### src/hdl/i2cs_pkg.sv
package i2cs_pkg;

	localparam int ADDR_W    = 16;
	localparam int CNT_W     = 16;
	localparam int POLL_W    = 16;
	localparam int RES_MAX   = 4;
	localparam int RES_CNT_W = $clog2(RES_MAX + 1);
	localparam int CFG_IDX_W = 3;
	localparam int CFG_DAT_W = 16;

	// request codes; 5..7 are meaningless and ignored
	localparam logic [2:0] REQ_BEGIN_READ  = 3'd0;
	localparam logic [2:0] REQ_BEGIN_WRITE = 3'd1;
	localparam logic [2:0] REQ_WRITE_DATA  = 3'd2;
	localparam logic [2:0] REQ_ACK         = 3'd3;
	localparam logic [2:0] REQ_READ_BYTE   = 3'd4;

	// configuration register indexes
	localparam logic [CFG_IDX_W-1:0] CFG_DEVICE_CONTROL = 3'd0;
	localparam logic [CFG_IDX_W-1:0] CFG_TWO_ADDR       = 3'd1;
	localparam logic [CFG_IDX_W-1:0] CFG_HIGH_BITS      = 3'd2;
	localparam logic [CFG_IDX_W-1:0] CFG_PAGE_LOG2      = 3'd3;
	localparam logic [CFG_IDX_W-1:0] CFG_POLL_LIMIT     = 3'd4;

	localparam logic [7:0]        RST_DEVICE_CONTROL = 8'hA0;
	localparam logic              RST_TWO_ADDR       = 1'b0;
	localparam logic              RST_HIGH_BITS      = 1'b1;
	localparam logic [3:0]        RST_PAGE_LOG2      = 4'd4;
	localparam logic [POLL_W-1:0] RST_POLL_LIMIT     = 16'd1000;

	typedef enum logic [2:0] {
		OP_START   = 3'd0,
		OP_STOP    = 3'd1,
		OP_SEND    = 3'd2,
		OP_WAIT    = 3'd3,
		OP_RD_ACK  = 3'd4,
		OP_RD_NACK = 3'd5,
		OP_STATUS  = 3'd6
	} bus_op_t;

	typedef enum logic [1:0] {
		ST_BUSY    = 2'd0,
		ST_OK      = 2'd1,
		ST_NACK    = 2'd2,
		ST_TIMEOUT = 2'd3
	} status_t;

	typedef enum logic [3:0] {
		PH_IDLE       = 4'd0,
		PH_CTRL_ACK   = 4'd1,
		PH_ADDRH_ACK  = 4'd2,
		PH_ADDRL_ACK  = 4'd3,
		PH_RCTRL_ACK  = 4'd4,
		PH_RDATA      = 4'd5,
		PH_WDATA_WAIT = 4'd6,
		PH_WDATA_ACK  = 4'd7,
		PH_FINAL_POLL = 4'd8
	} phase_t;

	typedef struct packed {
		logic [2:0]        req_type;
		logic [ADDR_W-1:0] address;
		logic [CNT_W-1:0]  count;
		logic [7:0]        write_byte;
		logic              nack;
		logic [7:0]        bus_read_byte;
	} item_t;

	typedef struct packed {
		bus_op_t    bus_op;
		logic [7:0] bus_byte;
		logic [7:0] read_data;
		logic       read_valid;
		logic       want_data;
		status_t    status;
		logic       last;
	} res_t;

	typedef struct packed {
		logic [7:0]        dev_ctrl;
		logic              two_addr;
		logic              high_bits;
		logic [3:0]        page_log2;
		logic [POLL_W-1:0] poll_limit;
	} cfg_t;

	typedef struct packed {
		phase_t            phase;
		logic              is_write;
		logic [ADDR_W-1:0] cur_addr;
		logic [CNT_W-1:0]  bytes_left;
		logic [POLL_W-1:0] poll_count;
	} state_t;

	function automatic res_t mk_res(bus_op_t op, logic [7:0] b, logic [7:0] rd, logic rv,
			logic want, status_t s);
		res_t r;
		r.bus_op     = op;
		r.bus_byte   = b;
		r.read_data  = rd;
		r.read_valid = rv;
		r.want_data  = want;
		r.status     = s;
		r.last       = 1'b0;
		return r;
	endfunction

	// device address with R/W in bit 0, optionally A10..A8 in bits 3..1
	function automatic logic [7:0] ctrl_byte(cfg_t c, logic [ADDR_W-1:0] a, logic rw);
		logic [7:0] v;
		v = {c.dev_ctrl[7:1], rw};
		if (c.high_bits) begin
			v = v | {4'b0000, a[10:8], 1'b0};
		end
		return v;
	endfunction

endpackage

### src/hdl/i2cs_req_if.sv
interface i2cs_req_if;
	import i2cs_pkg::*;

	logic              valid;
	logic              ready;
	logic [2:0]        req_type;
	logic [ADDR_W-1:0] address;
	logic [CNT_W-1:0]  count;
	logic [7:0]        write_byte;
	logic              nack;
	logic [7:0]        bus_read_byte;

	modport source (output valid, req_type, address, count, write_byte, nack, bus_read_byte,
		input ready);
	modport sink (input valid, req_type, address, count, write_byte, nack, bus_read_byte,
		output ready);
endinterface

### src/hdl/i2cs_res_if.sv
interface i2cs_res_if;
	logic       valid;
	logic       ready;
	logic [2:0] bus_op;
	logic [7:0] bus_byte;
	logic [7:0] read_data;
	logic       read_valid;
	logic       want_data;
	logic [1:0] status;
	logic       last;

	modport source (output valid, bus_op, bus_byte, read_data, read_valid, want_data, status,
		last, input ready);
	modport sink (input valid, bus_op, bus_byte, read_data, read_valid, want_data, status,
		last, output ready);
endinterface

### src/hdl/i2cs_cfg_if.sv
interface i2cs_cfg_if;
	import i2cs_pkg::*;

	logic                 valid;
	logic                 ready;
	logic [CFG_IDX_W-1:0] index;
	logic [CFG_DAT_W-1:0] data;

	modport source (output valid, index, data, input ready);
	modport sink (input valid, index, data, output ready);
endinterface

### src/hdl/i2cs_step.sv
module i2cs_step
	import i2cs_pkg::*;
(
	input  state_t                   st,
	input  cfg_t                     cfg,
	input  item_t                    item,
	output state_t                   st_nxt,
	output res_t [RES_MAX-1:0]       res,
	output logic [RES_CNT_W-1:0]     res_n
);

	logic [ADDR_W-1:0] addr_inc;
	logic [CNT_W-1:0]  left_dec;
	logic [ADDR_W-1:0] page_mask;
	logic [POLL_W-1:0] poll_lim;
	logic              is_ack;
	logic              poll_timeout;
	logic [7:0]        ctrl_cur_w;

	assign addr_inc     = st.cur_addr + 1'b1;
	assign left_dec     = st.bytes_left - 1'b1;
	assign page_mask    = (ADDR_W'(1) << cfg.page_log2) - 1'b1;
	assign poll_lim     = (cfg.poll_limit == '0) ? POLL_W'(1) : cfg.poll_limit;
	assign is_ack       = (item.req_type == REQ_ACK);
	assign poll_timeout = (st.poll_count >= poll_lim);
	assign ctrl_cur_w   = ctrl_byte(cfg, st.cur_addr, 1'b0);

	always_comb begin
		st_nxt = st;
		res    = '0;
		res_n  = '0;

		case (st.phase)
			PH_IDLE: begin
				if (item.req_type == REQ_BEGIN_READ) begin
					st_nxt.cur_addr   = item.address;
					st_nxt.bytes_left = item.count;
					st_nxt.is_write   = 1'b0;
					res[0] = mk_res(OP_START, 8'd0, 8'd0, 1'b0, 1'b0, ST_BUSY);
					res[1] = mk_res(OP_SEND, ctrl_byte(cfg, item.address, 1'b0), 8'd0, 1'b0,
						1'b0, ST_BUSY);
					res[2] = mk_res(OP_WAIT, 8'd0, 8'd0, 1'b0, 1'b0, ST_BUSY);
					res_n  = RES_CNT_W'(3);
					st_nxt.phase = PH_CTRL_ACK;
				end else if (item.req_type == REQ_BEGIN_WRITE) begin
					st_nxt.cur_addr   = item.address;
					st_nxt.bytes_left = item.count;
					st_nxt.is_write   = 1'b1;
					st_nxt.poll_count = POLL_W'(1);
					res[0] = mk_res(OP_STOP, 8'd0, 8'd0, 1'b0, 1'b0, ST_BUSY);
					res[1] = mk_res(OP_START, 8'd0, 8'd0, 1'b0, 1'b0, ST_BUSY);
					res[2] = mk_res(OP_SEND, ctrl_byte(cfg, item.address, 1'b0), 8'd0, 1'b0,
						1'b0, ST_BUSY);
					res[3] = mk_res(OP_WAIT, 8'd0, 8'd0, 1'b0, 1'b0, ST_BUSY);
					res_n  = RES_CNT_W'(4);
					st_nxt.phase = (item.count == '0) ? PH_FINAL_POLL : PH_CTRL_ACK;
				end
			end
			PH_CTRL_ACK, PH_FINAL_POLL: begin
				if (is_ack) begin
					if (item.nack && (st.is_write || st.phase == PH_FINAL_POLL)) begin
						// device still busy with its internal write: poll again, or stop with a timeout once the poll limit is reached
						if (poll_timeout) begin
							res[0] = mk_res(OP_STOP, 8'd0, 8'd0, 1'b0, 1'b0, ST_TIMEOUT);
							res_n  = RES_CNT_W'(1);
							st_nxt.phase = PH_IDLE;
						end else begin
							st_nxt.poll_count = st.poll_count + 1'b1;
							res[0] = mk_res(OP_START, 8'd0, 8'd0, 1'b0, 1'b0, ST_BUSY);
							res[1] = mk_res(OP_SEND, ctrl_cur_w, 8'd0, 1'b0, 1'b0, ST_BUSY);
							res[2] = mk_res(OP_WAIT, 8'd0, 8'd0, 1'b0, 1'b0, ST_BUSY);
							res_n  = RES_CNT_W'(3);
						end
					end else if (item.nack) begin
						res[0] = mk_res(OP_STOP, 8'd0, 8'd0, 1'b0, 1'b0, ST_NACK);
						res_n  = RES_CNT_W'(1);
						st_nxt.phase = PH_IDLE;
					end else if (st.phase == PH_FINAL_POLL) begin
						res[0] = mk_res(OP_STOP, 8'd0, 8'd0, 1'b0, 1'b0, ST_OK);
						res_n  = RES_CNT_W'(1);
						st_nxt.phase = PH_IDLE;
					end else begin
						if (cfg.two_addr) begin
							res[0] = mk_res(OP_SEND, st.cur_addr[15:8], 8'd0, 1'b0, 1'b0,
								ST_BUSY);
							st_nxt.phase = PH_ADDRH_ACK;
						end else begin
							res[0] = mk_res(OP_SEND, st.cur_addr[7:0], 8'd0, 1'b0, 1'b0,
								ST_BUSY);
							st_nxt.phase = PH_ADDRL_ACK;
						end
						res[1] = mk_res(OP_WAIT, 8'd0, 8'd0, 1'b0, 1'b0, ST_BUSY);
						res_n  = RES_CNT_W'(2);
					end
				end
			end
			PH_ADDRH_ACK, PH_ADDRL_ACK, PH_RCTRL_ACK, PH_WDATA_ACK: begin
				if (is_ack) begin
					if (item.nack) begin
						res[0] = mk_res(OP_STOP, 8'd0, 8'd0, 1'b0, 1'b0, ST_NACK);
						res_n  = RES_CNT_W'(1);
						st_nxt.phase = PH_IDLE;
					end else if (st.phase == PH_ADDRH_ACK) begin
						res[0] = mk_res(OP_SEND, st.cur_addr[7:0], 8'd0, 1'b0, 1'b0, ST_BUSY);
						res[1] = mk_res(OP_WAIT, 8'd0, 8'd0, 1'b0, 1'b0, ST_BUSY);
						res_n  = RES_CNT_W'(2);
						st_nxt.phase = PH_ADDRL_ACK;
					end else if (st.phase == PH_ADDRL_ACK) begin
						if (st.is_write) begin
							res[0] = mk_res(OP_STATUS, 8'd0, 8'd0, 1'b0, 1'b1, ST_BUSY);
							res_n  = RES_CNT_W'(1);
							st_nxt.phase = PH_WDATA_WAIT;
						end else begin
							// repeated start with the read control byte
							res[0] = mk_res(OP_START, 8'd0, 8'd0, 1'b0, 1'b0, ST_BUSY);
							res[1] = mk_res(OP_SEND, ctrl_byte(cfg, st.cur_addr, 1'b1), 8'd0,
								1'b0, 1'b0, ST_BUSY);
							res[2] = mk_res(OP_WAIT, 8'd0, 8'd0, 1'b0, 1'b0, ST_BUSY);
							res_n  = RES_CNT_W'(3);
							st_nxt.phase = PH_RCTRL_ACK;
						end
					end else if (st.phase == PH_RCTRL_ACK) begin
						if (st.bytes_left == '0) begin
							res[0] = mk_res(OP_STOP, 8'd0, 8'd0, 1'b0, 1'b0, ST_OK);
							st_nxt.phase = PH_IDLE;
						end else begin
							res[0] = mk_res((st.bytes_left == CNT_W'(1)) ? OP_RD_NACK : OP_RD_ACK,
								8'd0, 8'd0, 1'b0, 1'b0, ST_BUSY);
							st_nxt.phase = PH_RDATA;
						end
						res_n = RES_CNT_W'(1);
					end else begin
						st_nxt.cur_addr   = addr_inc;
						st_nxt.bytes_left = left_dec;
						if (left_dec == '0 || (addr_inc & page_mask) == '0) begin
							// end of transfer or page boundary: stop and poll
							st_nxt.poll_count = POLL_W'(1);
							res[0] = mk_res(OP_STOP, 8'd0, 8'd0, 1'b0, 1'b0, ST_BUSY);
							res[1] = mk_res(OP_START, 8'd0, 8'd0, 1'b0, 1'b0, ST_BUSY);
							res[2] = mk_res(OP_SEND, ctrl_byte(cfg, addr_inc, 1'b0), 8'd0, 1'b0,
								1'b0, ST_BUSY);
							res[3] = mk_res(OP_WAIT, 8'd0, 8'd0, 1'b0, 1'b0, ST_BUSY);
							res_n  = RES_CNT_W'(4);
							st_nxt.phase = (left_dec == '0) ? PH_FINAL_POLL : PH_CTRL_ACK;
						end else begin
							res[0] = mk_res(OP_STATUS, 8'd0, 8'd0, 1'b0, 1'b1, ST_BUSY);
							res_n  = RES_CNT_W'(1);
							st_nxt.phase = PH_WDATA_WAIT;
						end
					end
				end
			end
			PH_RDATA: begin
				if (item.req_type == REQ_READ_BYTE) begin
					st_nxt.bytes_left = left_dec;
					if (left_dec == '0) begin
						res[0] = mk_res(OP_STOP, 8'd0, item.bus_read_byte, 1'b1, 1'b0, ST_OK);
						st_nxt.phase = PH_IDLE;
					end else begin
						res[0] = mk_res((left_dec == CNT_W'(1)) ? OP_RD_NACK : OP_RD_ACK, 8'd0,
							item.bus_read_byte, 1'b1, 1'b0, ST_BUSY);
					end
					res_n = RES_CNT_W'(1);
				end
			end
			PH_WDATA_WAIT: begin
				if (item.req_type == REQ_WRITE_DATA) begin
					res[0] = mk_res(OP_SEND, item.write_byte, 8'd0, 1'b0, 1'b0, ST_BUSY);
					res[1] = mk_res(OP_WAIT, 8'd0, 8'd0, 1'b0, 1'b0, ST_BUSY);
					res_n  = RES_CNT_W'(2);
					st_nxt.phase = PH_WDATA_ACK;
				end
			end
			default: begin
			end
		endcase

		for (int i = 0; i < RES_MAX; i++) begin
			res[i].last = (RES_CNT_W'(i + 1) == res_n);
		end
	end

endmodule

### src/hdl/i2c_eeprom_transfer_sequencer_core.sv
// channel | dir | transaction
// req     | in  | one request or bus response (req_type, address, count, write_byte, nack,
//         |     | bus_read_byte)
// res     | out | one bus primitive with read data, want_data, status and last
// cfg     | in  | one register write (index, data); always ready
//
// An accepted request waits in the input register until the buffer can take it; then
// its 0..4 results are loaded into a four-entry result buffer and go out one per cycle
// while the output is ready. The next request is taken while results still drain; the
// buffer reloads on the cycle its last entry leaves. Output stalls hold the buffer and,
// once the input register is full, the input. Reset clears the sequencer state and
// restores the register defaults.
module i2c_eeprom_transfer_sequencer_core
	import i2cs_pkg::*;
(
	input  logic     clk,
	input  logic     arst_n,
	i2cs_req_if.sink   req,
	i2cs_res_if.source res,
	i2cs_cfg_if.sink   cfg
);

	cfg_t                     cfg_q;
	state_t                   state_q;
	state_t                   state_nxt;
	item_t                    item_s1;
	logic                     item_vld_s1;
	res_t [RES_MAX-1:0]       buf_q;
	logic [RES_CNT_W-1:0]     cnt_q;
	res_t [RES_MAX-1:0]       step_res;
	logic [RES_CNT_W-1:0]     step_n;
	logic                     pop;
	logic                     load;

	assign cfg.ready = 1'b1;

	always_ff @(posedge clk or negedge arst_n) begin
		if (!arst_n) begin
			cfg_q.dev_ctrl   <= RST_DEVICE_CONTROL;
			cfg_q.two_addr   <= RST_TWO_ADDR;
			cfg_q.high_bits  <= RST_HIGH_BITS;
			cfg_q.page_log2  <= RST_PAGE_LOG2;
			cfg_q.poll_limit <= RST_POLL_LIMIT;
		end else if (cfg.valid) begin
			case (cfg.index)
				CFG_DEVICE_CONTROL: cfg_q.dev_ctrl   <= cfg.data[7:0];
				CFG_TWO_ADDR:       cfg_q.two_addr   <= cfg.data[0];
				CFG_HIGH_BITS:      cfg_q.high_bits  <= cfg.data[0];
				CFG_PAGE_LOG2:      cfg_q.page_log2  <= cfg.data[3:0];
				CFG_POLL_LIMIT:     cfg_q.poll_limit <= cfg.data[POLL_W-1:0];
				default: begin
				end
			endcase
		end
	end

	i2cs_step u_step (
		.st     (state_q),
		.cfg    (cfg_q),
		.item   (item_s1),
		.st_nxt (state_nxt),
		.res    (step_res),
		.res_n  (step_n)
	);

	assign pop       = res.valid && res.ready;
	assign load      = item_vld_s1 && (cnt_q == '0 || (cnt_q == RES_CNT_W'(1) && res.ready));
	assign req.ready = !item_vld_s1 || load;

	always_ff @(posedge clk or negedge arst_n) begin
		if (!arst_n) begin
			item_vld_s1 <= 1'b0;
		end else if (req.valid && req.ready) begin
			item_vld_s1 <= 1'b1;
		end else if (load) begin
			item_vld_s1 <= 1'b0;
		end
	end

	always_ff @(posedge clk) begin
		if (req.valid && req.ready) begin
			item_s1.req_type      <= req.req_type;
			item_s1.address       <= req.address;
			item_s1.count         <= req.count;
			item_s1.write_byte    <= req.write_byte;
			item_s1.nack          <= req.nack;
			item_s1.bus_read_byte <= req.bus_read_byte;
		end
	end

	always_ff @(posedge clk or negedge arst_n) begin
		if (!arst_n) begin
			state_q.phase      <= PH_IDLE;
			state_q.is_write   <= 1'b0;
			state_q.cur_addr   <= '0;
			state_q.bytes_left <= '0;
			state_q.poll_count <= '0;
			cnt_q              <= '0;
		end else if (load) begin
			state_q <= state_nxt;
			cnt_q   <= step_n;
		end else if (pop) begin
			cnt_q <= cnt_q - 1'b1;
		end
	end

	// result buffer: head at entry 0, shifts down on each accepted result
	always_ff @(posedge clk) begin
		if (load) begin
			buf_q <= step_res;
		end else if (pop) begin
			for (int i = 0; i < RES_MAX - 1; i++) begin
				buf_q[i] <= buf_q[i+1];
			end
		end
	end

	assign res.valid      = (cnt_q != '0);
	assign res.bus_op     = buf_q[0].bus_op;
	assign res.bus_byte   = buf_q[0].bus_byte;
	assign res.read_data  = buf_q[0].read_data;
	assign res.read_valid = buf_q[0].read_valid;
	assign res.want_data  = buf_q[0].want_data;
	assign res.status     = buf_q[0].status;
	assign res.last       = buf_q[0].last;

endmodule

### src/flat_wrapper.sv
// flat-port wrapper written by rule: the top's interface ports become plain ports
module i2c_eeprom_transfer_sequencer_core_flat import i2cs_pkg::*;
  (clk, arst_n, req_valid, req_req_type, req_address, req_count, req_write_byte, req_nack, req_bus_read_byte, req_ready, res_valid, res_bus_op, res_bus_byte, res_read_data, res_read_valid, res_want_data, res_status, res_last, res_ready, cfg_valid, cfg_index, cfg_data, cfg_ready);
  i2cs_req_if req_i ();
  i2cs_res_if res_i ();
  i2cs_cfg_if cfg_i ();
  input  logic clk;
  input  logic arst_n;
  input wire logic [$bits(req_i.valid)-1:0] req_valid;
  input wire logic [$bits(req_i.req_type)-1:0] req_req_type;
  input wire logic [$bits(req_i.address)-1:0] req_address;
  input wire logic [$bits(req_i.count)-1:0] req_count;
  input wire logic [$bits(req_i.write_byte)-1:0] req_write_byte;
  input wire logic [$bits(req_i.nack)-1:0] req_nack;
  input wire logic [$bits(req_i.bus_read_byte)-1:0] req_bus_read_byte;
  output wire logic [$bits(req_i.ready)-1:0] req_ready;
  output wire logic [$bits(res_i.valid)-1:0] res_valid;
  output wire logic [$bits(res_i.bus_op)-1:0] res_bus_op;
  output wire logic [$bits(res_i.bus_byte)-1:0] res_bus_byte;
  output wire logic [$bits(res_i.read_data)-1:0] res_read_data;
  output wire logic [$bits(res_i.read_valid)-1:0] res_read_valid;
  output wire logic [$bits(res_i.want_data)-1:0] res_want_data;
  output wire logic [$bits(res_i.status)-1:0] res_status;
  output wire logic [$bits(res_i.last)-1:0] res_last;
  input wire logic [$bits(res_i.ready)-1:0] res_ready;
  input wire logic [$bits(cfg_i.valid)-1:0] cfg_valid;
  input wire logic [$bits(cfg_i.index)-1:0] cfg_index;
  input wire logic [$bits(cfg_i.data)-1:0] cfg_data;
  output wire logic [$bits(cfg_i.ready)-1:0] cfg_ready;
  assign req_i.valid = req_valid;
  assign req_i.req_type = req_req_type;
  assign req_i.address = req_address;
  assign req_i.count = req_count;
  assign req_i.write_byte = req_write_byte;
  assign req_i.nack = req_nack;
  assign req_i.bus_read_byte = req_bus_read_byte;
  assign req_ready = req_i.ready;
  assign res_valid = res_i.valid;
  assign res_bus_op = res_i.bus_op;
  assign res_bus_byte = res_i.bus_byte;
  assign res_read_data = res_i.read_data;
  assign res_read_valid = res_i.read_valid;
  assign res_want_data = res_i.want_data;
  assign res_status = res_i.status;
  assign res_last = res_i.last;
  assign res_i.ready = res_ready;
  assign cfg_i.valid = cfg_valid;
  assign cfg_i.index = cfg_index;
  assign cfg_i.data = cfg_data;
  assign cfg_ready = cfg_i.ready;
  i2c_eeprom_transfer_sequencer_core u_core (.clk(clk), .arst_n(arst_n), .req(req_i), .res(res_i), .cfg(cfg_i));
endmodule
### config.mk
export PLATFORM = sky130hd
export DESIGN_NAME = i2c_eeprom_transfer_sequencer_core_flat
export DESIGN_NICKNAME = d
export VERILOG_FILES = /design/src/hdl/i2cs_pkg.sv /design/src/hdl/i2cs_req_if.sv /design/src/hdl/i2cs_res_if.sv /design/src/hdl/i2cs_cfg_if.sv /design/src/hdl/i2cs_step.sv /design/src/hdl/i2c_eeprom_transfer_sequencer_core.sv /design/src/flat_wrapper.sv
export SDC_FILE = /design/constraint.sdc
export NUM_CORES = 1
export LEC_CHECK = 0
export BUFFER_PORTS_ARGS = -buffer_cell sky130_fd_sc_hd__buf_4
export CAP_MARGIN = 20
export CORE_MARGIN = 1.5
export CORE_UTILIZATION = 54
export DETAILED_ROUTE_END_ITERATION = 10
export PLACE_DENSITY = 0.77
export SLEW_MARGIN = 5
export SYNTH_ARGS = -nofsm -noshare
export SYNTH_HDL_FRONTEND = slang
export SYNTH_SLANG_ARGS = --single-unit
### constraint.sdc
create_clock -name clk -period 3.2 [get_ports clk]
set_input_delay 0.32 -clock clk [delete_from_list [all_inputs] [get_ports clk]]
set_output_delay 0.32 -clock clk [all_outputs]
set_load 0.02 [all_outputs]
==> metrics.txt, run 1 <==
outcome=finished with violations; failing checks=DRC, setup timing; # DRC=8; commonest non-fill, non-tap cell in the layout=buf_4; CTS Buf Count=17; row cnt=49; initial antenna violation count=0; post-route ant nets=0; r2r worst-path depth=10; number of global-route vias before repair=~8100; combinational share of power=between 15 and 20%; die width=139 um; Layout area overhead=20.2%; final slew viol count=0; # nets final=1242; number of buffers added on ports=between 100 and 150; Die H=139 um; Pre-antenna DRT Iters=9; CTS Root Cell=clkbuf_16; leading area contributor after synthesis=edfxtp_1; metal2 WL=roughly 12 mm; Cell variety after synth=75; Post-Syn Instances=slightly above 1000; ys async rst share=46.5%; Net Switching=approximately 2.0 mW; pwr/cell area=557 nW/um^2; Fin. Hold Viols=0; Reg power frac=48.3%; area share of the leading cell type in the synthesized netlist=slightly below 30%; maximum root-to-sink buffer count=2; IO Pins=103; Worst Skew=0.0130 ns; Yosys reg bits=between 150 and 200; most frequent cells in the layout=buf_4 (165), nand2_1 (105), edfxtp_1 (99), nor2_1 (91), o21ai_0 (89); met1 WL=~12 mm; mean number of vias per cell=6.27; Crit Path Category=register to register; post-layout min period=3.21 ns; max-cap check violation count=0; crit share post-route=100%; Starting Density=55.4%; Fmax=roughly 310 MHz; WL/cell=between 15 and 20 um; gr ovfl total=0; Setup crit start kind=register; detailed router's first-iteration violation count=around 960; top post-synthesis cells by area=edfxtp_1 (30%), dfrtp_1 (19%), o21ai_0 (5.1%); core area=between 15000 and 20000 sq um; Setup-failing EPs final=1; metal3 WL=2.09 mm; largest net degree at the start of global routing=37; Clk network pwr share=between 30% and 40%; final instance area=12100 sq um; R2R setup slack=-0.005 ns; EDFF count, synth=99; actual slew at the worst max-slew pin=0.887 ns; hpwl dp=about 19 mm; Reg clk slew, reported paths=around 0.08 ns; RSZ-0062 raised after global routing=true; Synth Cell Area=between 10000 and 15000 sq um; Ys Warns=0; GRT Total Usage=~28%; crit-path max FO=7; Worst Path Arrival=about 3.5 ns; diode count=0; LEAKAGE=about 4.9 nW; peak supply drop=about 0.00038 V; DR top layer=met4; mean post-synth cell area=about 9.8 sq um; Max transition margin=40.9%; ys flop type=edfxtp_1; Cell Area, Placed=11200 sq um; first-pass GRT wire length=roughly 42 mm; via count=about 8700; layout cell share with drive strength beyond 1=between 20% and 30%; Die ar.=19400 sq um; Final Wtd Congestion=~0.97; Req. time, crit path=3.53 ns; Hold Crit Depth=1; Util after Layout=between 60% and 70%; fin worst setup slack=-0.00503 ns; Internal Pwr Total=4.69 mW; CP endpoint kind=register; sum of negative setup slack=-0.00503 ns; fillers=between 1000 and 1500; pre-CTS setup slack=-0.0729 ns; Switching Share=a little under a third; Seq/Total Area, Yosys=between 50 and 60%; Routed WL=~27 mm; CTS sink count=approximately 190; H-tree depth=4; Hold/Removal Path Class=input pin to register; synthesized net count=1130; CTS tree=yes; later-pin clock latency in the skew report=about 0.44 ns
-- through the flow --
step / hold slack, ns / total power [mW] / std cells
finish: 0.0492 / 6.72 / 1382
global route: 0.0310 / 7.00 / 1382
CTS: 0.0339 / 6.70 / 1379
detailed placement: 0.312 / 4.57 / 1344
global placement: 0.316 / 4.52 / 1344
floorplan: 0.0244 / 4.08 / 1028
-- worst paths after layout --
path                                            from                  to
worst max-delay path              u_core.state_q[16]   u_core.state_q[4]
worst min-delay path            req_bus_read_byte[1]   u_core.item_s1[1]
worst max register to register    u_core.state_q[16]   u_core.state_q[4]
worst min register to register    u_core.state_q[15]  u_core.state_q[15]
max in group asynchronous                     arst_n    u_core.cfg_q[20]
min in group asynchronous                     arst_n  u_core.item_vld_s1
-- routing by layer --
metal | vias up | GRT usage [%]
li1 | 4015 | -
met1 | 4148 | 39.7
met2 | 451 | 42.4
met3 | 53 | 5.40
met4 | 0 | 9.29
met5 | - | 0
-- sequential cells by signal, indices dropped and copies added, names as in the netlist, 2 cells and up --
name,cells
u_core.res.bus_byte,8
u_core.res.bus_op,3
u_core.state_q,53
u_core.buf_q,23
u_core.cfg_q,29
u_core.item_s1,52
u_core.cnt_q,3
u_core.res.status,2
u_core.res.read_data,8
-- worst max-delay path, stage by stage (launching register included) --
cell	delay, ns
dfrtp_1	0.42
inv_2	0.09
ha_4	0.13
or4b_4	0.52
or3_4	0.41
o211ai_4	0.19
and4_4	0.28
a21oi_2	0.05
a221o_2	0.44
or3_1	0.35
o31ai_1	0.22
-- synth_stat cells (all sizes together) (9+ instances only) --
| master | instances |
|---|---|
| o21ai | 107 |
| nand2 | 105 |
| edfxtp | 99 |
| nor2 | 94 |
| dfrtp | 76 |
| a21oi | 69 |
| clkbuf | 49 |
| inv | 33 |
| nor3 | 32 |
| nand3 | 31 |
| buf | 28 |
| ha | 26 |
| and3 | 23 |
| nor4 | 20 |
| mux2 | 16 |
| a22oi | 14 |
| a31oi | 12 |
| o31ai | 12 |
| nand2b | 11 |
| a211oi | 10 |
| dfstp | 10 |
| o21a | 10 |
| o22ai | 10 |
| a21o | 9 |
| a222oi | 9 |
| xnor2 | 9 |
-- what timing repair did --
| action | 4_1_cts | 5_1_grt |
|---|---|---|
| hold buffers | 1 | 0 |
| endpoints found under the setup margin | 25 | 41 |
| pin swaps | 6 | 18 |
| buffers inserted | 1 | 3 |
| hold endpoints to repair | 30 | 0 |
| gates cloned | 1 | 0 |
| resized for setup | 4 | 52 |
-- cells by family after synthesis --
logic type	Yosys count	synth area share, %
and+or+nand+nor	366	17.8
AOI/OAI and AO/OA	303	18.9
DFF	185	51.2
buffers and inverters	110	5.19
adders and majority gates	26	3.24
muxes	20	2.20
xor gates and xnor gates	17	1.48
other	1	0.0374
-- cell type report --
type / count / area, sq um / area share [%]
Sequential cell: 185 / 5140 / 42.6
Multi-Input combinational cell: 734 / 4610 / 38.3
Timing Repair Buffer: 169 / 1290 / 10.7
Clock buffer: 17 / 425 / 3.53
Tap cell: 229 / 287 / 2.38
Clock inverter: 15 / 176 / 1.46
Inverter: 33 / 124 / 1.03
-- power by group through the flow --
stage / clock (mW) / sequential [mW] / combinational, mW
after floorplan: 0 / 3.21 / 0.865
after global routing: 2.26 / 3.28 / 1.45
after global placement: 0 / 3.27 / 1.25
after detailed placement: 0 / 3.28 / 1.29
final: 2.15 / 3.25 / 1.32
after CTS: 2.17 / 3.24 / 1.30
Note: power is estimated with default switching activity, not from simulation.
==> run 2, diff against run 1 <==
--- a/config.mk
+++ b/config.mk
@@ -5,12 +5,12 @@
 export SDC_FILE = /design/constraint.sdc
 export NUM_CORES = 1
 export LEC_CHECK = 0
-export BUFFER_PORTS_ARGS = -buffer_cell sky130_fd_sc_hd__buf_4
+export BUFFER_PORTS_ARGS = -buffer_cell sky130_fd_sc_hd__buf_2
 export CAP_MARGIN = 20
 export CORE_MARGIN = 1.5
-export CORE_UTILIZATION = 54
+export CORE_UTILIZATION = 55
 export DETAILED_ROUTE_END_ITERATION = 10
-export PLACE_DENSITY = 0.77
+export PLACE_DENSITY = 0.75
 export SLEW_MARGIN = 5
 export SYNTH_ARGS = -nofsm -noshare
 export SYNTH_HDL_FRONTEND = slang
==> constraint.sdc (replaced) <==
create_clock -name clk -period 3.1 [get_ports clk]
set_input_delay 0.31 -clock clk [delete_from_list [all_inputs] [get_ports clk]]
set_output_delay 0.31 -clock clk [all_outputs]
set_load 0.02 [all_outputs]
==> run 2 against run 1 <==
  * The flow finishes with violations (setup timing)
  * Clock power about the same
  * Hold slack got worse by 0.0081 ns
  * Sequential share of layout area decreased by 0.26 points
  * Register-to-register slack got worse by 0.11 ns
  * Maximum frequency decreased by 0.43%
  * Largest cell class unchanged
  * Utilization increased by 1.1 points
  * Global-route usage decreased by 0.43 points
  * Sequential power increased by 3%
  * Combinational power about the same
  * Worst setup slack got worse by 0.11 ns
  * Flip-flop and latch count unchanged
==> metrics.txt, run 2 (synthesis gave the netlist of run 1 again) <==
Crit Path Category=register to register; crit share post-route=104% (+3.7 points); outcome=finished with violations; peak supply drop=0.000556 V (+47%); Tot Pwr=6.81 mW (+1.3%); r2r startpoint=u_core.cfg_q[19]; Setup-failing EPs final=18 (+17); combinational share of power=19.4% (-0.3 points); H-tree depth=4 (unchanged); sum of negative setup slack=-1.04 ns (-1.03 ns); # nets final=1274 (+2.6%); WL/cell=18.9 um (-2.1%); number of flip-flops in the largest register=53 (unchanged); layout cell share with drive strength beyond 1=27.6% (+3.2 points); Post-Layout Cell Count=1414 (+2.3%); Reg-to-Reg End=u_core.buf_q[62]; CTS sink count=185 (unchanged); biggest regs=u_core.state_q: 53 flops, u_core.item_s1: 52 flops, u_core.cfg_q: 29 flops; Reg power frac=49.2% (+0.9 points); # DRC=0 (-8); initial antenna violation count=0 (unchanged); number of buffers added on ports=101 (unchanged); Fin. Hold Viols=0 (unchanged); mean number of vias per cell=6.14 (-2.1%); fin worst setup slack=-0.119 ns (-0.114 ns); gr ovfl total=0 (unchanged); Routed WL=26.7 mm (+0.15%); fillers=1378 (-3.6%); most frequent cells in the layout=nand2_1 (105), buf_2 (100), edfxtp_1 (99), buf_4 (93), nor2_1 (89); Reg clk slew, reported paths=0.07 ns (about the same); GRT Total Usage=27.3% (-0.43 points); Die H=138 um (-0.89%); CP endpoint kind=register; Switching Share=29.7% (-0.46 points); Worst Path Arrival=3.52 ns (-0.02 ns); diode count=0 (unchanged); later-pin clock latency in the skew report=0.44 ns (about the same); Fmax=311 MHz (-0.43%); Worst setup endpoint=u_core.buf_q[62]; CTS Root Cell=clkbuf_16; r2r worst-path depth=13 (+3); first-pass GRT wire length=41.7 mm (-1.7%); detailed router's first-iteration violation count=1081 (+13%); crit-path max FO=5 (-2); CTS Buf Count=17 (unchanged); die width=138 um (-0.89%); core area=17900 sq um (-1.0%); Setup crit start kind=register; Util after Layout=67.7% (+1.1 points); Die ar.=19000 sq um (-1.8%); final slew viol count=0 (unchanged); Final Wtd Congestion=0.977 (+0.82%); Net Switching=2.02 mW (-0.21%); Biggest register=u_core.state_q; Starting Density=56.0% (+0.57 points); failing checks=setup timing; post-route ant nets=0 (unchanged); Clk network pwr share=31.4% (-0.6 points); hpwl dp=18.8 mm (+0.47%); RSZ-0062 raised after global routing=true; LEAKAGE=4.96 nW (+2.1%); actual slew at the worst max-slew pin=0.845 ns (-0.0419 ns); Worst Skew=0.0119 ns (-0.00109 ns); maximum root-to-sink buffer count=2 (unchanged); Placed Cells incl. Taps=1369 (+1.9%); Setup crit start=u_core.cfg_q[19]; max-cap check violation count=0 (unchanged); Internal Pwr Total=4.78 mW (+2.0%); Hold/Removal Path Class=input pin to register; Max transition margin=43.7% (+2.8 points); largest net degree at the start of global routing=87 (+140%); Req. time, crit path=3.41 ns (-0.12 ns); post-layout min period=3.22 ns (+0.0137 ns); commonest non-fill, non-tap cell in the layout=nand2_1; IO Pins=103 (unchanged); Layout area overhead=20.9%; CTS tree=yes; Pre-antenna DRT Iters=6 (-3); R2R setup slack=-0.12 ns (-0.11 ns); pwr/cell area=561 nW/um^2 (+0.72%); row cnt=49 (unchanged); number of global-route vias before repair=8035 (-0.94%); via count=8684 (+0.20%)
run 2: critical path: stages (launching register included):
cell      delay [ns]
dfrtp_1         0.41
nor3_4          0.24
nand2b_1        0.14
ha_4            0.20
xor2_1          0.16
a222oi_1        0.30
o21ai_1         0.16
nor4_4          0.36
a21oi_2         0.12
buf_4           0.15
buf_6           0.12
nor4_2          0.43
nor2b_1         0.19
a221o_1         0.12
run 2: worst min path at each step:
stage                  start                 end  slack, ns  depth (start not counted)
3_5_place_dp          arst_n  u_core.item_vld_s1       0.39                          2
4_1_cts        req_count[10]  u_core.item_s1[27]       0.04                          1
2_1_floorplan         arst_n     u_core.cfg_q[0]       0.01                          0
6_report        req_count[4]  u_core.item_s1[21]       0.04                          1
5_1_grt         req_count[5]  u_core.item_s1[22]       0.03                          1
3_3_place_gp          arst_n  u_core.item_vld_s1       0.38                          2
run 2: power groups by stage:
stage	Clock [mW]	Combinational (mW)	Sequential (mW)
floorplan	0	0.893	3.32
global placement	0	1.22	3.37
detailed placement	0	1.26	3.38
CTS	2.16	1.28	3.34
global route	2.26	1.46	3.39
finish	2.14	1.32	3.35
run 2: cell type report:
type | instances | area (sq um) | area share, %
multi-input cells | 735 | 4700 | 38.8
repair buffers | 200 | 1290 | 10.7
well taps | 229 | 287 | 2.36
clock buffers | 20 | 478 | 3.94
flip-flops and latches | 185 | 5140 | 42.4
inverters | 33 | 124 | 1.02
clock inverters | 12 | 104 | 0.856
run 2: stage by stage:
step | setup slack, ns | hold slack [ns] | area (sq um)
floorplan | -0.0938 | 0.0144 | 10100
global placement | -0.0635 | 0.382 | 11200
detailed placement | -0.184 | 0.389 | 11200
CTS | -0.0782 | 0.0353 | 11800
global route | -0.265 | 0.0265 | 12100
finish | -0.119 | 0.0410 | 12100
run 2: repair_timing:
action | in CTS | in global routing
hold endpoints to repair | 76 | 0
gates resized for setup | 19 | 57
cloned | 1 | 2
pin swaps | 12 | 24
buffers inserted | 2 | 7
setup endpoints to repair | 41 | 44
hold buffers | 1 | 0
run 2: metal layers:
metal / part of all wire [%] / vias to the layer above / GRT usage (%)
met2: 48 / 383 / 44.0
li1: - / 4079 / -
met1: 42 / 4183 / 38.3
met5: 0 / - / 0
met3: 7.7 / 39 / 4.88
met4: 1.6 / 0 / 7.42
==> run 3, diff against run 2 <==
--- a/config.mk
+++ b/config.mk
@@ -10,7 +10,7 @@
 export CORE_MARGIN = 1.5
 export CORE_UTILIZATION = 55
 export DETAILED_ROUTE_END_ITERATION = 10
-export PLACE_DENSITY = 0.75
+export PLACE_DENSITY = 0.84
 export SLEW_MARGIN = 5
 export SYNTH_ARGS = -nofsm -noshare
 export SYNTH_HDL_FRONTEND = slang
==> run 3 against run 2 <==
  * Combinational power hardly changed
  * Critical path type unchanged
  * Clock power about the same
  * Maximum frequency shrank 4.4%
  * The run still ends with setup timing left
  * Sequential power is essentially flat
  * Worst setup slack worse by 0.15 ns
  * Via count grew 1.1%
  * Register-to-register slack lost 0.15 ns
  * Hold slack got worse by 0.010 ns
  * Largest power group unchanged
  * Total power up 0.51%
  * Sequential share of layout area up 0.32 points
  * Die area did not move
  * First-iteration DRC count up 1.9%
==> metrics.txt, run 3 (synthesis gave the netlist of run 1 again) <==
failing checks=setup timing; actual slew at the worst max-slew pin=0.726 ns (-0.118 ns); die width=138 um (unchanged); r2r worst-path depth=12 (-1); number of global-route vias before repair=8350 (+3.9%); detailed router's first-iteration violation count=1102 (+1.9%); # DRC=0 (unchanged); Routed WL=27.8 mm (+4.1%); via count=8782 (+1.1%); Setup-failing EPs final=32 (+14); final instance area=12000 sq um (-0.74%); Final Wtd Congestion=1.01 (+3.4%); Reg-to-Reg End=u_core.state_q[5]; GRT Total Usage=28.9% (+1.6 points); Hold Crit Depth=1 (unchanged); peak supply drop=0.000459 V (-18%); Layout area overhead=20.0%; CP endpoint kind=register; pwr/cell area=569 nW/um^2 (+1.3%); sum of negative setup slack=-5.69 ns (-4.65 ns); Reg clk slew, reported paths=0.08 ns (about the same); outcome=finished with violations; Starting Density=56.0% (unchanged); Die H=138 um (unchanged); CTS tree=yes; row cnt=49 (unchanged); RSZ-0062 raised after global routing=true; HP Start=req_bus_read_byte[3]; post-layout min period=3.37 ns (+0.147 ns); first-pass GRT wire length=44.0 mm (+5.4%); Worst Path Arrival=3.71 ns (+0.19 ns); LEAKAGE=4.91 nW (-0.92%); post-route ant nets=0 (unchanged); Fin. Hold Viols=0 (unchanged); hpwl dp=19.3 mm (+2.4%); mean number of vias per cell=6.25 (+1.8%); fin worst setup slack=-0.266 ns (-0.147 ns); Cell Area, Placed=11100 sq um (-0.72%); biggest regs=u_core.state_q: 53 flops, u_core.item_s1: 52 flops, u_core.cfg_q: 29 flops; Max transition margin=51.6% (+7.9 points); IO Pins=103 (unchanged); H-tree depth=4 (unchanged); gr ovfl total=0 (unchanged); CTS Root Cell=clkbuf_16; Setup crit start kind=register; commonest non-fill, non-tap cell in the layout=nand2_1; R2R setup slack=-0.27 ns (-0.15 ns); Req. time, crit path=3.44 ns (+0.03 ns); core area=17900 sq um (unchanged); layout cell share with drive strength beyond 1=26.5% (-1.1 points); Worst Skew=0.0158 ns (+0.00385 ns); # nets final=1265 (-0.71%); CTS sink count=185 (unchanged); Crit Path Category=register to register; diode count=0 (unchanged); final slew viol count=0 (unchanged); later-pin clock latency in the skew report=0.45 ns (about the same); most frequent cells in the layout=nand2_1 (104), buf_2 (100), edfxtp_1 (99), nor2_1 (91), o21ai_0 (88); max-cap check violation count=0 (unchanged); maximum root-to-sink buffer count=2 (unchanged); number of flip-flops in the largest register=53 (unchanged); Hold/Removal Path Class=input pin to register; Util after Layout=67.2% (-0.50 points); Pre-antenna DRT Iters=6 (unchanged); Biggest register=u_core.state_q; Fmax=297 MHz (-4.4%); largest net degree at the start of global routing=56 (-36%); crit share post-route=109% (+4.8 points); number of buffers added on ports=101 (unchanged); Die ar.=19000 sq um (unchanged); WL/cell=19.8 um (+4.8%); r2r startpoint=u_core.cfg_q[17]; CTS Buf Count=17 (unchanged); Worst Hold Path EP=u_core.item_s1[3]; initial antenna violation count=0 (unchanged); crit-path max FO=6 (+1)
==> run 3: where the power goes <==
part           switching (mW)  internal, mW  leakage (nW)
sequential              0.235          3.13          2.05
clock                    1.04          1.09         0.273
combinational           0.848         0.499          2.59
total                    2.12          4.72          4.91
==> run 3: per-stage QoR <==
stage | std cells | setup WS, ns | hold WS (ns) | power, mW
after floorplan | 1028 | -0.0938 | 0.0144 | 4.21
after global placement | 1360 | -0.0640 | 0.399 | 4.58
after detailed placement | 1360 | -0.136 | 0.407 | 4.64
after CTS | 1400 | -0.0772 | 0.0252 | 6.79
after global routing | 1405 | -0.346 | 0.0306 | 7.09
final | 1405 | -0.266 | 0.0308 | 6.84
==> run 3: layout make-up <==
type | instances | area [sq um]
fillers | 1352 | 5870
clock inverters | 13 | 130
multi-input cells | 734 | 4690
flip-flops and latches | 185 | 5140
repair buffers | 192 | 1220
well taps | 229 | 287
clock buffers | 19 | 443
inverters | 33 | 124
==> run 3: worst max-delay path: stages, from the launching register on <==
cell and delay [ns]:
dfrtp_1 0.41, nor3_4 0.25, buf_4 0.17, nand2_4 0.06
ha_4 0.19, xor2_1 0.16, a222oi_1 0.36, o21ai_2 0.13
nor4_4 0.40, a21oi_2 0.11, a221o_2 0.47, or2_4 0.33
o31ai_1 0.23
==> run 3: how the worst max path moves through the flow <==
stage | start | end | slack [ns] | depth (start not counted)
finish | u_core.cfg_q[17] | u_core.state_q[5] | -0.27 | 12
global route | u_core.cfg_q[17] | u_core.state_q[5] | -0.35 | 12
CTS | u_core.cfg_q[17] | u_core.state_q[4] | -0.08 | 12
detailed placement | u_core.cfg_q[19] | u_core.buf_q[62] | -0.14 | 13
global placement | u_core.cfg_q[19] | u_core.buf_q[62] | -0.06 | 13
floorplan | u_core.state_q[16] | u_core.state_q[10] | -0.09 | 12
==> run 3: what timing repair did <==
item / CTS / global route
endpoints found under the setup margin: 32 / 45
hold buffers: 1 / 0
pin swaps: 10 / 19
buffers inserted: 6 / 5
resized for setup: 19 / 51
gates cloned: 1 / 0
endpoints found under the hold margin: 48 / 0
==> run 3: routing by layer <==
layer	track usage [%]	wire length, um	share of wire, %	vias to the layer above
li1	-	-	-	4061
met1	40.7	11500	41	4181
met2	44.3	13000	47	464
met3	5.72	2480	8.9	76
met4	11.7	811	2.9	0
met5	0	0	0	-
